**src/rtl/gcr_telemetry_frame_decoder_macros.svh**
```systemverilog
// ----------------------------------------------------------------------------
// gcr telemetry frame decoder assertion macros
// shared concurrent check forms, sampled on clock and held off in reset
// ----------------------------------------------------------------------------
`ifndef GCR_TELEMETRY_FRAME_DECODER_MACROS_SVH
`define GCR_TELEMETRY_FRAME_DECODER_MACROS_SVH

// same-cycle implication
`define GTFD_ASSERT_IMPL(lbl, ante, cons) \
   lbl: assert property (@(posedge clock) disable iff (reset) (ante) |-> (cons)) \
      else $error("%m: check failed");

// next-cycle implication
`define GTFD_ASSERT_NEXT(lbl, ante, cons) \
   lbl: assert property (@(posedge clock) disable iff (reset) (ante) |=> (cons)) \
      else $error("%m: check failed");

`endif

```
**src/rtl/gtfd_pkg.sv**
```systemverilog
`timescale 1ns / 1ps
// ----------------------------------------------------------------------------
// gtfd_pkg
// widths, constants, gcr table and the pipeline beat type of the decoder
// ----------------------------------------------------------------------------
package gtfd_pkg;

   localparam int LineW    = 21;
   localparam int DataW    = 20;
   localparam int CodeW    = 5;
   localparam int NibW     = 4;
   localparam int NumCodes = 4;
   localparam int PayW     = 12;
   localparam int KindW    = 3;
   localparam int ReadW    = 8;
   localparam int PeriodW  = 16;
   localparam int ErpmW    = 26;
   localparam int MantW    = 9;
   localparam int ExpW     = 3;
   localparam int TypedBit = 8;
   localparam int ExpLsb   = 9;

   // divider: quotient bits retired per stage and stage count
   localparam int DivBits   = 4;
   localparam int DivStages = (ErpmW + DivBits - 1) / DivBits;
   localparam int DivW      = DivStages * DivBits;
   localparam int RemW      = MantW;

   localparam logic [DivW-1:0]  MicrosPerMin = DivW'(60000000);
   localparam logic [PayW-1:0]  StoppedCode  = 12'hFFF;
   localparam logic [NibW-1:0]  ChecksumGood = 4'hF;
   localparam logic [KindW-1:0] KindErpm     = 3'd0;

   typedef struct packed {
      logic               ok;
      logic [KindW-1:0]   kind;
      logic [PayW-1:0]    payload;
      logic [PeriodW-1:0] period;
      logic [MantW-1:0]   mant;
      logic [ExpW-1:0]    expo;
      logic               erpm_zero;
      logic [DivW-1:0]    dividend;
      logic [RemW-1:0]    rem;
      logic [DivW-1:0]    quot;
   } gtfd_item_type;

   // returns {hit, nibble}
   function automatic logic [NibW:0] gcr_decode(input logic [CodeW-1:0] code);
      logic [NibW:0] res;
      case (code)
         5'h19:   res = {1'b1, 4'h0};
         5'h1B:   res = {1'b1, 4'h1};
         5'h12:   res = {1'b1, 4'h2};
         5'h13:   res = {1'b1, 4'h3};
         5'h1D:   res = {1'b1, 4'h4};
         5'h15:   res = {1'b1, 4'h5};
         5'h16:   res = {1'b1, 4'h6};
         5'h17:   res = {1'b1, 4'h7};
         5'h1A:   res = {1'b1, 4'h8};
         5'h09:   res = {1'b1, 4'h9};
         5'h0A:   res = {1'b1, 4'hA};
         5'h0B:   res = {1'b1, 4'hB};
         5'h1E:   res = {1'b1, 4'hC};
         5'h0D:   res = {1'b1, 4'hD};
         5'h0E:   res = {1'b1, 4'hE};
         5'h0F:   res = {1'b1, 4'hF};
         default: res = '0;
      endcase
      return res;
   endfunction

endpackage

```
**src/rtl/gtfd_decode.sv**
```systemverilog
`timescale 1ns / 1ps
// ----------------------------------------------------------------------------
// gtfd_decode
// two stages: gcr decode with checksum, then frame classification
// ----------------------------------------------------------------------------
module gtfd_decode (
   input  logic                          clock,
   input  logic                          reset,
   input  logic                          edt_enable,
   input  logic                          in_valid,
   output logic                          in_ready,
   input  logic [gtfd_pkg::LineW-1:0]    in_line_word,
   output logic                          out_valid,
   input  logic                          out_ready,
   output gtfd_pkg::gtfd_item_type       out_item
);

   typedef struct packed {
      logic                        ok;
      logic [gtfd_pkg::PayW-1:0]   payload;
   } gtfd_frame_type;

   logic                                           s1_valid_ff;
   gtfd_frame_type                                 s1_ff, s1_in;
   logic                                           s2_valid_ff;
   gtfd_pkg::gtfd_item_type                        s2_ff, s2_in;
   logic                                           s1_load, s2_load;

   logic [gtfd_pkg::LineW-1:0]                     diff;
   logic [gtfd_pkg::DataW-1:0]                     data;
   logic [gtfd_pkg::NumCodes-1:0][gtfd_pkg::NibW-1:0] nibs;
   logic [gtfd_pkg::NibW:0]                        look;
   logic [gtfd_pkg::NibW-1:0]                      sum;
   logic                                           hit;
   logic                                           typed;
   logic [gtfd_pkg::MantW-1:0]                     mant;
   logic [gtfd_pkg::ExpW-1:0]                      expo;

   assign s2_load  = !s2_valid_ff || out_ready;
   assign s1_load  = !s1_valid_ff || s2_load;
   assign in_ready = s1_load;

   // stage 1: undo differential coding, map codes, check sum
   always_comb begin
      diff = in_line_word ^ (in_line_word >> 1);
      data = diff[gtfd_pkg::DataW-1:0];
      hit  = 1'b1;
      sum  = '0;
      nibs = '0;
      look = '0;
      for (int n = 0; n < gtfd_pkg::NumCodes; n++) begin
         look    = gtfd_pkg::gcr_decode(data[n*gtfd_pkg::CodeW +: gtfd_pkg::CodeW]);
         hit     = hit & look[gtfd_pkg::NibW];
         nibs[n] = look[gtfd_pkg::NibW-1:0];
         sum     = sum ^ look[gtfd_pkg::NibW-1:0];
      end
      s1_in.ok      = hit && (sum == gtfd_pkg::ChecksumGood);
      s1_in.payload = s1_in.ok ? nibs[gtfd_pkg::NumCodes-1:1] : '0;
   end

   // stage 2: erpm or typed reading, set up the divider
   always_comb begin
      mant  = s1_ff.payload[gtfd_pkg::MantW-1:0];
      expo  = s1_ff.payload[gtfd_pkg::PayW-1:gtfd_pkg::ExpLsb];
      typed = edt_enable && !s1_ff.payload[gtfd_pkg::TypedBit]
              && (s1_ff.payload[gtfd_pkg::PayW-1:gtfd_pkg::TypedBit] != '0);
      s2_in          = '0;
      s2_in.ok       = s1_ff.ok;
      s2_in.payload  = s1_ff.payload;
      s2_in.dividend = gtfd_pkg::MicrosPerMin;
      s2_in.mant     = mant;
      s2_in.expo     = expo;
      if (typed) begin
         s2_in.kind      = s1_ff.payload[gtfd_pkg::PayW-1:gtfd_pkg::ExpLsb];
         s2_in.erpm_zero = 1'b1;
      end else begin
         s2_in.kind      = gtfd_pkg::KindErpm;
         s2_in.period    = {{(gtfd_pkg::PeriodW-gtfd_pkg::MantW){1'b0}}, mant} << expo;
         s2_in.erpm_zero = !s1_ff.ok || (mant == '0)
                           || (s1_ff.payload == gtfd_pkg::StoppedCode);
      end
   end

   always_ff @(posedge clock) begin
      if (reset) begin
         s1_valid_ff <= 1'b0;
         s2_valid_ff <= 1'b0;
      end else begin
         if (s1_load) s1_valid_ff <= in_valid;
         if (s2_load) s2_valid_ff <= s1_valid_ff;
      end
      if (s1_load && in_valid) s1_ff <= s1_in;
      if (s2_load && s1_valid_ff) s2_ff <= s2_in;
   end

   assign out_valid = s2_valid_ff;
   assign out_item  = s2_ff;

endmodule

```
**src/rtl/gtfd_div_stage.sv**
```systemverilog
`timescale 1ns / 1ps
// ----------------------------------------------------------------------------
// gtfd_div_stage
// one registered slice of the restoring divider, a few quotient bits a stage
// ----------------------------------------------------------------------------
`include "gcr_telemetry_frame_decoder_macros.svh"

module gtfd_div_stage (
   input  logic                    clock,
   input  logic                    reset,
   input  logic                    in_valid,
   output logic                    in_ready,
   input  gtfd_pkg::gtfd_item_type in_item,
   output logic                    out_valid,
   input  logic                    out_ready,
   output gtfd_pkg::gtfd_item_type out_item
);

   logic                         valid_ff;
   gtfd_pkg::gtfd_item_type      item_ff, item_in;
   logic                         load;
   logic [gtfd_pkg::RemW:0]      trial;
   logic [gtfd_pkg::RemW:0]      divisor;
   logic                         qbit;

   assign load     = !valid_ff || out_ready;
   assign in_ready = load;

   always_comb begin
      item_in = in_item;
      divisor = {1'b0, in_item.mant};
      trial   = '0;
      qbit    = 1'b0;
      for (int i = 0; i < gtfd_pkg::DivBits; i++) begin
         trial = {item_in.rem, item_in.dividend[gtfd_pkg::DivW-1]};
         item_in.dividend = {item_in.dividend[gtfd_pkg::DivW-2:0], 1'b0};
         qbit = (trial >= divisor);
         if (qbit) trial = trial - divisor;
         item_in.quot = {item_in.quot[gtfd_pkg::DivW-2:0], qbit};
         item_in.rem  = trial[gtfd_pkg::RemW-1:0];
      end
   end

   always_ff @(posedge clock) begin
      if (reset) begin
         valid_ff <= 1'b0;
      end else if (load) begin
         valid_ff <= in_valid;
      end
      if (load && in_valid) item_ff <= item_in;
   end

   assign out_valid = valid_ff;
   assign out_item  = item_ff;

   // partial remainder stays below the divisor
   `GTFD_ASSERT_IMPL(a_rem_below_div, valid_ff && (item_ff.mant != '0), item_ff.rem < item_ff.mant)
   // a held beat keeps its contents
   `GTFD_ASSERT_NEXT(a_stall_holds, valid_ff && !out_ready, valid_ff && $stable(item_ff))

endmodule

```
**src/rtl/gcr_telemetry_frame_decoder.sv**
```systemverilog
`timescale 1ns / 1ps
// ----------------------------------------------------------------------------
// gcr_telemetry_frame_decoder
// decodes one bidirectional gcr telemetry line word into an erpm or typed beat
// ----------------------------------------------------------------------------
// usage
//   req channel: one 21-bit received line word per beat (req_valid/req_ready)
//   rsp channel: ok, kind, payload, reading, elec_period, erpm per beat
//   csr port: csr_wr_en writes csr_wr_data into the edt_enable bit, no wait;
//     write it only while no beat is in flight
// pipeline: ten registers from req to rsp (2 decode stages, 7 divider
//   stages, 1 output register), the first of them loaded on the accepting
//   req edge itself
// throughput: one beat per cycle unless rsp_ready stalls; the divider retires
//   4 quotient bits per stage, so its stage count sets the latency, not the rate
// stall: every stage has its own valid bit and loads when empty or when the
//   stage after it moves, so bubbles close up and req_ready drops only once
//   all ten stages are full behind a stalled rsp_ready
// reset: synchronous; clears all valid bits and edt_enable, so beats in flight
//   are dropped, and no beat is invented across it
// erpm is 60000000 / mantissa, shifted down by the exponent, which equals
//   60000000 / period truncated
// ----------------------------------------------------------------------------
`include "gcr_telemetry_frame_decoder_macros.svh"

module gcr_telemetry_frame_decoder (
   input  logic                          clock,
   input  logic                          reset,
   input  logic                          csr_wr_en,
   input  logic                          csr_wr_data,
   input  logic                          req_valid,
   output logic                          req_ready,
   input  logic [gtfd_pkg::LineW-1:0]    req_line_word,
   output logic                          rsp_valid,
   input  logic                          rsp_ready,
   output logic                          rsp_ok,
   output logic [gtfd_pkg::KindW-1:0]    rsp_kind,
   output logic [gtfd_pkg::PayW-1:0]     rsp_payload,
   output logic [gtfd_pkg::ReadW-1:0]    rsp_reading,
   output logic [gtfd_pkg::PeriodW-1:0]  rsp_elec_period,
   output logic [gtfd_pkg::ErpmW-1:0]    rsp_erpm
);

   // extended telemetry enable register
   logic                                 edt_enable_ff;

   // links between pipeline parts, index 0 is the decoder output
   logic [gtfd_pkg::DivStages:0]         div_valid;
   logic [gtfd_pkg::DivStages:0]         div_ready;
   gtfd_pkg::gtfd_item_type              div_item [gtfd_pkg::DivStages+1];

   // output register
   logic                                 rsp_valid_ff;
   logic                                 rsp_ok_ff;
   logic [gtfd_pkg::KindW-1:0]           rsp_kind_ff;
   logic [gtfd_pkg::PayW-1:0]            rsp_payload_ff;
   logic [gtfd_pkg::PeriodW-1:0]         rsp_period_ff;
   logic [gtfd_pkg::ErpmW-1:0]           rsp_erpm_ff, rsp_erpm_in;
   logic [gtfd_pkg::DivW-1:0]            quot_shifted;
   logic                                 out_load;
   gtfd_pkg::gtfd_item_type              last_item;

   // check helpers
   logic                                 speed_clear;
   logic                                 frame_clear;

   always_ff @(posedge clock) begin
      if (reset) begin
         edt_enable_ff <= 1'b0;
      end else if (csr_wr_en) begin
         edt_enable_ff <= csr_wr_data;
      end
   end

   // gcr decode and classify
   gtfd_decode u_decode (
      .clock        (clock),
      .reset        (reset),
      .edt_enable   (edt_enable_ff),
      .in_valid     (req_valid),
      .in_ready     (req_ready),
      .in_line_word (req_line_word),
      .out_valid    (div_valid[0]),
      .out_ready    (div_ready[0]),
      .out_item     (div_item[0])
   );

   // divider chain for 60000000 / mantissa
   for (genvar s = 0; s < gtfd_pkg::DivStages; s++) begin : g_div
      gtfd_div_stage u_div_stage (
         .clock     (clock),
         .reset     (reset),
         .in_valid  (div_valid[s]),
         .in_ready  (div_ready[s]),
         .in_item   (div_item[s]),
         .out_valid (div_valid[s+1]),
         .out_ready (div_ready[s+1]),
         .out_item  (div_item[s+1])
      );
   end

   assign last_item = div_item[gtfd_pkg::DivStages];
   assign out_load  = !rsp_valid_ff || rsp_ready;
   assign div_ready[gtfd_pkg::DivStages] = out_load;

   // apply the exponent to the quotient, zero for stopped, zero-mantissa, typed or bad frames
   always_comb begin
      quot_shifted = last_item.quot >> last_item.expo;
      rsp_erpm_in  = last_item.erpm_zero ? '0 : quot_shifted[gtfd_pkg::ErpmW-1:0];
   end

   always_ff @(posedge clock) begin
      if (reset) begin
         rsp_valid_ff <= 1'b0;
      end else if (out_load) begin
         rsp_valid_ff <= div_valid[gtfd_pkg::DivStages];
      end
      if (out_load && div_valid[gtfd_pkg::DivStages]) begin
         rsp_ok_ff      <= last_item.ok;
         rsp_kind_ff    <= last_item.kind;
         rsp_payload_ff <= last_item.payload;
         rsp_period_ff  <= last_item.period;
         rsp_erpm_ff    <= rsp_erpm_in;
      end
   end

   assign rsp_valid       = rsp_valid_ff;
   assign rsp_ok          = rsp_ok_ff;
   assign rsp_kind        = rsp_kind_ff;
   assign rsp_payload     = rsp_payload_ff;
   assign rsp_reading     = rsp_payload_ff[gtfd_pkg::ReadW-1:0];
   assign rsp_elec_period = rsp_period_ff;
   assign rsp_erpm        = rsp_erpm_ff;

   assign speed_clear = (rsp_period_ff == '0) && (rsp_erpm_ff == '0);
   assign frame_clear = speed_clear && (rsp_kind_ff == gtfd_pkg::KindErpm)
                        && (rsp_payload_ff == '0);

   // a rejected frame carries nothing
   `GTFD_ASSERT_IMPL(a_bad_frame_clear, rsp_valid_ff && !rsp_ok_ff, frame_clear)
   // typed readings have no period or speed
   `GTFD_ASSERT_IMPL(a_typed_no_speed, rsp_valid_ff && (rsp_kind_ff != 3'd0), speed_clear)
   // a speed needs a good frame with a nonzero period
   `GTFD_ASSERT_IMPL(a_speed_has_period, rsp_valid_ff && (rsp_erpm_ff != '0), rsp_ok_ff && (rsp_period_ff != '0))

endmodule
```
**config.mk**
```make
export PLATFORM = sky130hd
export DESIGN_NAME = gcr_telemetry_frame_decoder
export DESIGN_NICKNAME = d
export VERILOG_FILES = /design/src/rtl/gtfd_pkg.sv /design/src/rtl/gtfd_decode.sv /design/src/rtl/gtfd_div_stage.sv /design/src/rtl/gcr_telemetry_frame_decoder.sv
export VERILOG_INCLUDE_DIRS = /design/src /design/src/rtl
export SDC_FILE = /design/constraint.sdc
export NUM_CORES = 1
export LEC_CHECK = 0
export BUFFER_PORTS_ARGS = -buffer_cell sky130_fd_sc_hd__buf_4
export CORE_UTILIZATION = 50
export DETAILED_ROUTE_END_ITERATION = 6
export PLACE_DENSITY = 0.74
export SLEW_MARGIN = 0
export SYNTH_ARGS = -nofsm -noshare
export SYNTH_HDL_FRONTEND = slang
export SYNTH_SLANG_ARGS = --single-unit
```
**constraint.sdc**
```tcl
create_clock -name clock -period 21.3 [get_ports clock]
set_input_delay 4.26 -clock clock [delete_from_list [all_inputs] [get_ports clock]]
set_output_delay 4.26 -clock clock [all_outputs]
set_load 0.02 [all_outputs]
```
==> results of run 1 <==
[per-layer routing]
| layer | routed length, um | global-route usage (%) |
|---|---|---|
| met3 | 3390 | 2.54 |
| met5 | 0 | 0 |
| met4 | 1150 | 5.31 |
| met2 | 29600 | 33.9 |
| met1 | 29200 | 29.3 |
[logic make-up (layout without fill, tap and decap cells)]
family / count (synthesis) / count (layout) / share of synthesized area, %
flip-flops: 512 / 512 / 50.4
multiplexers: 167 / 167 / 7.01
AO/OA/AOI/OAI: 596 / 596 / 13.1
buffers and inverters: 248 / 388 / 3.21
AND/OR/NAND/NOR: 645 / 645 / 10.6
XOR/XNOR: 176 / 176 / 5.09
adder cells (fa/ha/maj): 247 / 247 / 10.6
[report_power, final]
part | switching [mW] | internal, mW
clock network | 0.387 | 0.546
logic | 0.337 | 0.278
registers | 0.00945 | 1.14
total | 0.734 | 1.96
[per-stage QoR]
step | power, mW | setup slack [ns]
after detailed placement | 1.77 | 10.50
after CTS | 2.71 | 10.45
after global placement | 1.75 | 10.60
final | 2.69 | 10.45
after global routing | 2.81 | 10.28
after floorplan | 1.64 | 11.60
[synthesized netlist by cell type, types with 9 or more instances]
cell / n
nand2_1: 125
mux2_2: 74
mux4_2: 26
clkbuf_1: 43
a211o_1: 9
a21o_1: 69
buf_4: 9
or3_1: 15
o211ai_1: 13
nand3_1: 31
edfxtp_1: 501
xnor2_1: 110
dfxtp_1: 11
a31oi_1: 23
nand3b_1: 10
nor2b_1: 54
a22oi_1: 11
o21a_1: 35
o21ai_0: 118
a221o_1: 13
or2_2: 12
fa_1: 14
inv_1: 170
a21boi_0: 12
nor3_1: 40
a21oi_1: 154
xor2_1: 66
and3_1: 13
nand4_1: 29
mux2i_1: 57
o31ai_1: 13
nor2_1: 216
ha_1: 233
and2_1: 19
nand2b_1: 40
o21bai_1: 22
a211oi_1: 20
[state kept, by name (all words and copies together) (netlist names)]
register                     flops
edt_enable_ff                    1
g_div.u_div_stage.out_item     397
g_div.u_div_stage.out_valid      7
rsp_elec_period                 16
rsp_erpm                        26
rsp_kind                         3
rsp_ok                           1
rsp_payload                     12
rsp_valid                        1
u_decode.expo                    3
u_decode.mant                    9
u_decode.out_item               33
u_decode.out_valid               1
u_decode.s1_ff                   1
u_decode.s1_valid_ff             1
[worst max path at each step]
stage               startpoint        end  slack (ns)  cells after the start
floorplan            rsp_ready  req_ready       11.60                      6
global placement     rsp_ready  req_ready       10.60                      8
detailed placement   rsp_ready  req_ready       10.50                      8
CTS                  rsp_ready  req_ready       10.45                      8
global route         rsp_ready  req_ready       10.28                      8
finish               rsp_ready  req_ready       10.45                      8
[layout make-up]
class	count	share of cell area, %
inverter	182	2.03
clock buffer	58	3.87
timing repair buffer	110	2.45
sequential	512	45.3
multi-input combinational	1831	42.0
tap	773	2.87
clock inverter	38	1.46
==> impl_metrics.csv, run 1 <==
group,metric,value,unit
run_status,status,"finished, violations left",
run_status,violations,"design-rule violations",
floorplanning,die_x,248,um
finish,stdcell_count,3504,
power_and_ir_drop,ir_drop,0.0000634,V
floorplanning,initial_core_util,50.9,%
logic_synthesis,yosys.area.top_type,"edfxtp_1",
hold_path,holdPathEnd,"g_div[4].u_div_stage.out_item[9]",
finish,nets,2962,
sta,drv_slew,0,
sta,holdWs,0.388,ns
critical_path,worstReg2RegStart,"g_div[2].u_div_stage.out_item[71]",
clocking,ctsResizeCount,0,
logic_synthesis,syn_nets,2865,
sta,setup_viol,0,
logic_synthesis,synth_area_leaders,"edfxtp_1 (50%), ha_1 (9.6%), xnor2_1 (3.2%)",
sta,finClkSkew,0.0368,ns
logic_synthesis,synth-seq-cells,512,
clocking,cts_buffer_depth,3,
hold_path,holdCritStartpoint,"g_div[3].u_div_stage.out_item[5]",
critical_path,path_buf_inv,2,
logic_synthesis,synth_seq_area_share,50.4,%
detailed_routing,ant_nets,0,
global_routing,grt_pass1_vias,20000,
finish,multiInputGateArea,0.0141,mm2
clocking,cts_setup_buffers,0,
sta,clock.fmax,92.1,MHz
sta,setup_tns,0,ns
critical_path,critPathMaxFanout,6,
clocking,cts_buffers,51,
logic_synthesis,yosysWarnings,0,
critical_path,rr_endpoint,"g_div[3].u_div_stage.out_item[30]",
logic_synthesis,synth_enable_flop_cells,501,
logic_synthesis,synth_cells,2591,
logic_synthesis,synth_ff_type,"edfxtp_1",
floorplanning,placementRows,89,
placed_design,dp_cells,3408,
floorplanning,io-pin-count,95,
finish,fill_cells,4745,
critical_path,end_kind,"output pin",
clocking,hold_buffers,0,
detailed_routing,routed_via_density,5.83,
global_routing,grt_pass1_wl,103,mm
finish,area_growth,11.2,%
placed_design,routabilityCongestion,0.887,
hold_path,hold_path_depth,0,
hold_path,hold_class,"reg2reg",
critical_path,crit_arrival,6.59,ns
global_routing,antenna_found_initial,0,
sta,period_needed,10.85,ns
finish,seq_area,0.0153,mm2
critical_path,cp-start-kind,"primary input",
detailed_routing,routed_wl,63.4,mm
logic_synthesis,yosysUniqueCellTypes,86,
clocking,cts.sink_count,512,
logic_synthesis,avgSynthCellArea,11.7,um2
floorplanning,die_area,0.0616,mm2
sta,min_period_over_period,51.0,%
finish,layout_commonest_cell,"edfxtp_1",
placed_design,port_buffers,94,
detailed_routing,wl_per_cell,18.1,um
critical_path,crit_family,"simple AND/OR/NAND/NOR gates",
finish,n_antenna_cell,0,
clocking,clkLatencyLatePin,0.62,ns
finish,drive_gt1_share,13.0,%
logic_synthesis,netlist.area_leader.share,49.7,%
critical_path,crit_type,"in2out",
finish,fin_area,0.0337,mm2
placed_design,place_area,0.0319,mm2
critical_path,required,17.04,ns
sta,finalHoldViolations,0,
flow_run,drv_cap,0,
clocking,cts_tree,"yes",
floorplanning,die_h,248,um
logic_synthesis,syn_area,0.0303,mm2
detailed_routing,firstDrtPassIters,7,
finish,layout_common_cells,"edfxtp_1 (501), ha_1 (233), nor2_1 (216)",
clocking,htree_levels,2,
critical_path,max_stage_delay,0.58,ns
detailed_routing,vias,20400,
critical_path,cpMostUsedCell,"nand3_1",
global_routing,grt_start_max_net_pins,67,
power_and_ir_drop,p_leak,13.0,nW
critical_path,crit_chain,"buf_4 > nor2b_1 > nand3_1 > nor2_1 > nand3_1 > nor2_1 > nand3_1 > buf_4",
logic_synthesis,synth-async-reset-ratio,0,%
finish,postLayoutCoreUtil,56.6,%
floorplanning,core_area,0.0595,mm2
placed_design,dp.final_hpwl,46.4,mm
critical_path,rrSetupSlack,11.19,ns
critical_path,reg2reg_depth,35,
global_routing,track_usage,20.7,%
critical_path,crit_slowest_cell,"nor2_1",
global_routing,grt_overflow,0,
power_and_ir_drop,powerDensity,80.0,mW/mm2
detailed_routing,drc,1,
clocking,clk_pin_slew_worst_paths,0.06,ns
detailed_routing,initialDrtViolationCount,1400,
sta,tightestPinTransition,1.29,ns
sta,rsz0062_at_grt,"no",
sta,maxSlewHeadroom,14.3,%
clocking,root_buffer,"clkbuf_16",
Power figures use the tool's default switching activity.
==> inputs of run 2 (changes only) <==
--- a/config.mk
+++ b/config.mk
@@ -6,10 +6,11 @@
 export SDC_FILE = /design/constraint.sdc
 export NUM_CORES = 1
 export LEC_CHECK = 0
+export ABC_AREA = 1
 export BUFFER_PORTS_ARGS = -buffer_cell sky130_fd_sc_hd__buf_4
 export CORE_UTILIZATION = 50
 export DETAILED_ROUTE_END_ITERATION = 6
-export PLACE_DENSITY = 0.74
+export PLACE_DENSITY = 0.77
 export SLEW_MARGIN = 0
 export SYNTH_ARGS = -nofsm -noshare
 export SYNTH_HDL_FRONTEND = slang
==> constraint.sdc (replaced) <==
create_clock -name clock -period 9.8 [get_ports clock]
set_input_delay 1.96 -clock clock [delete_from_list [all_inputs] [get_ports clock]]
set_output_delay 1.96 -clock clock [all_outputs]
set_load 0.02 [all_outputs]
==> run 2 against run 1 <==
Net effect: the run now ends clean; non-clock buffer count decreased by 8; combinational power grew 95%; sequential power up 120%; wire length up 3.9%; global-route usage grew 0.42 points; critical path type is now reg2reg; design area grew 1.5%.
==> impl_metrics.csv, run 2 <==
group,metric,value,unit
floorplanning,die_x,251,um
critical_path,cp-start-kind,"register",
sta,period_needed,7.48,ns
detailed_routing,vias,22400,
power_and_ir_drop,seqPwrFrac,43.4,%
detailed_routing,drc,0,
finish,drive_gt1_share,10.3,%
floorplanning,io-pin-count,95,
logic_synthesis,synth-async-reset-ratio,0,%
logic_synthesis,syn_area,0.0309,mm2
critical_path,cpMostUsedCell,"nand2_1",
logic_synthesis,yosysWarnings,0,
floorplanning,die_h,251,um
hold_path,holdPathEnd,"g_div[5].u_div_stage.out_item[20]",
critical_path,critPathMaxFanout,12,
sta,tightestPinTransition,1.14,ns
clocking,cts_buffer_depth,3,
logic_synthesis,synth_common_cells,"nand2_1 (855), edfxtp_1 (501), inv_1 (430), ha_1 (233), a21oi_1 (162)",
clocking,cts_buffers,52,
power_and_ir_drop,comb_power_share,21.1,%
sta,finClkSkew,0.0466,ns
global_routing,antenna_found_initial,0,
power_and_ir_drop,swShare,29.1,%
sta,finalWorstSetupSlack,2.32,ns
critical_path,crit_arrival,7.82,ns
sta,drv_slew,0,
sta,clock.fmax,134,MHz
logic_synthesis,yosys.area.top_type,"edfxtp_1",
logic_synthesis,synth_ff_type,"edfxtp_1",
critical_path,crit_slowest_cell,"edfxtp_1",
critical_path,max_stage_delay,0.48,ns
global_routing,track_usage,21.2,%
logic_synthesis,synth_area_leaders,"edfxtp_1 (49%), nand2_1 (10%), ha_1 (9.4%)",
finish,layout_commonest_cell,"nand2_1",
logic_synthesis,synth_simple_gate_area_share,19.9,%
logic_synthesis,synth-seq-cells,512,
clocking,cts_setup_buffers,0,
global_routing,grt_pass1_wl,107,mm
placed_design,dp.final_hpwl,47.9,mm
sta,setup_viol,0,
global_routing,grt_start_max_net_pins,67,
detailed_routing,routed_wl,65.9,mm
detailed_routing,firstDrtPassIters,7,
critical_path,setup.worst_path.start,"g_div[3].u_div_stage.out_item[71]",
sta,finalHoldViolations,0,
finish,fill_cells,5039,
clocking,hold_buffers,0,
sta,holdWs,0.384,ns
clocking,clk_pin_slew_worst_paths,0.07,ns
logic_synthesis,synth_compound_area_share,8.46,%
placed_design,routabilityCongestion,0.933,
hold_path,hold_class,"reg2reg",
clocking,ctsResizeCount,0,
detailed_routing,ant_nets,0,
detailed_routing,routed_via_density,5.32,
clocking,root_buffer,"clkbuf_16",
power_and_ir_drop,p_switching,1.67,mW
finish,n_antenna_cell,0,
logic_synthesis,synth_seq_area_share,49.3,%
logic_synthesis,synth_cells,3274,
detailed_routing,initialDrtViolationCount,1697,
floorplanning,core_area,0.0607,mm2
detailed_routing,wl_per_cell,15.7,um
power_and_ir_drop,power_frac_clock,35.5,%
critical_path,rrSetupSlack,2.32,ns
flow_run,drv_cap,0,
sta,setup_tns,0,ns
power_and_ir_drop,ir_drop,0.000134,V
logic_synthesis,netlist.area_leader.share,48.6,%
floorplanning,initial_core_util,51.0,%
placed_design,pre_cts_slack,2.40,ns
floorplanning,placementRows,90,
global_routing,grt_pass1_vias,21500,
finish,nets,3652,
sta,min_period_over_period,76.4,%
logic_synthesis,yosysUniqueCellTypes,68,
hold_path,holdCritStartpoint,"g_div[4].u_div_stage.out_item[16]",
power_and_ir_drop,p_leak,15.1,nW
power_and_ir_drop,internal-power,4.05,mW
logic_synthesis,synth_fa_ha_area_share,10.3,%
finish,area_growth,10.4,%
finish,largest_reg_flops,397,
clocking,cts_tree,"yes",
floorplanning,die_area,0.0629,mm2
critical_path,required,10.14,ns
finish,multiInputGateArea,0.0137,mm2
logic_synthesis,synth_enable_flop_cells,501,
critical_path,end_kind,"register",
logic_synthesis,synth_top_family_by_area,"simple AND/OR/NAND/NOR gates",
logic_synthesis,syn_nets,3548,
critical_path,rr_endpoint,"g_div[4].u_div_stage.out_item[36]",
logic_synthesis,avgSynthCellArea,9.45,um2
finish,seq_area,0.0153,mm2
critical_path,crit_type,"reg2reg",
sta,rsz0062_at_grt,"no",
critical_path,reg2reg_depth,40,
logic_synthesis,synth.most_common_cell,"nand2_1",
critical_path,worstReg2RegStart,"g_div[3].u_div_stage.out_item[71]",
power_and_ir_drop,powerDensity,167,mW/mm2
logic_synthesis,synth_mux_area_share,0.194,%
hold_path,hold_path_depth,0,
clocking,cts.sink_count,512,
placed_design,port_buffers,94,
global_routing,grt_overflow,0,
finish,layout_common_cells,"nand2_1 (855), edfxtp_1 (501), inv_1 (426)",
logic_synthesis,synthXorXnorAreaFrac,5.17,%
run_status,status,"finished, final reports clean",
clocking,clkLatencyLatePin,0.63,ns
sta,maxSlewHeadroom,24.3,%
clocking,htree_levels,2,
run 2: cell types whose count changed in the layout (fill, tap and decap cells not counted), sizes merged, moves of 50 or more:
cell / previous run / this run
inv: 180 / 447
a21o: 69 / 10
o21ai: 118 / 168
nand3: 31 / 182
nor2b: 54 / 0
nand2: 125 / 896
mux2: 84 / 0
mux2i: 57 / 6
run 2: logic make-up after synthesis:
| family | Yosys count |
|---|---|
| and+or+nand+nor | 1376 |
| AOI/OAI and AO/OA | 451 |
| buffers and inverters | 501 |
| DFF | 512 |
| muxes | 6 |
| adders and majority gates | 247 |
| xor gates and xnor gates | 181 |
run 2: routing by layer:
layer / global-route usage, % / vias up / wire length, um
met2: 35.7 / 657 / 31000
met3: 3.37 / 152 / 3830
met5: 0 / - / 0
met1: 27.5 / 10300 / 28800
li1: - / 11300 / -
met4: 7.68 / 0 / 2230
run 2: area by class of cell:
cell class	instances	area share, %
Clock buffer	56	3.85
Clock inverter	41	1.42
Inverter	449	4.95
Multi-Input combinational cell	2261	40.0
Sequential cell	512	44.7
Tap cell	782	2.86
Timing Repair Buffer	102	2.24
run 2: worst max path at each step:
stage,endpoint,slack [ns],depth (start not counted)
4_1_cts,g_div[4].u_div_stage.out_item[36],2.35,42
3_5_place_dp,g_div[4].u_div_stage.out_item[36],2.40,40
6_report,g_div[4].u_div_stage.out_item[36],2.32,40
5_1_grt,g_div[4].u_div_stage.out_item[36],1.38,41
2_1_floorplan,g_div[4].u_div_stage.out_item[30],3.62,43
3_3_place_gp,g_div[4].u_div_stage.out_item[36],2.52,41
run 2: critical path: cells and delay by family (launching register included):
kind | cells | cell delay [ns]
simple gates | 22 | 2.95
compound gates | 10 | 1.68
flops | 1 | 0.48
fa+ha+maj | 4 | 1.34
buf+inv | 4 | 0.75
run 2: stage by stage:
| step | power, mW | area [um2] | std cells | utilization (%) |
|---|---|---|---|---|
| global route | 6.01 | 34200 | 4203 | 56.3 |
| CTS | 5.75 | 34200 | 4203 | 56.3 |
| global placement | 3.69 | 32400 | 4106 | 53.3 |
| finish | 5.72 | 34200 | 4203 | 56.3 |
| detailed placement | 3.72 | 32400 | 4106 | 53.3 |
| floorplan | 3.49 | 30900 | 3274 | - |
run 2: power by group through the flow:
stage	clock, mW	combinational [mW]	sequential, mW
CTS	2.07	1.20	2.48
floorplan	0	0.971	2.52
detailed placement	0	1.19	2.53
global placement	0	1.16	2.53
global route	2.15	1.37	2.48
finish	2.03	1.20	2.48
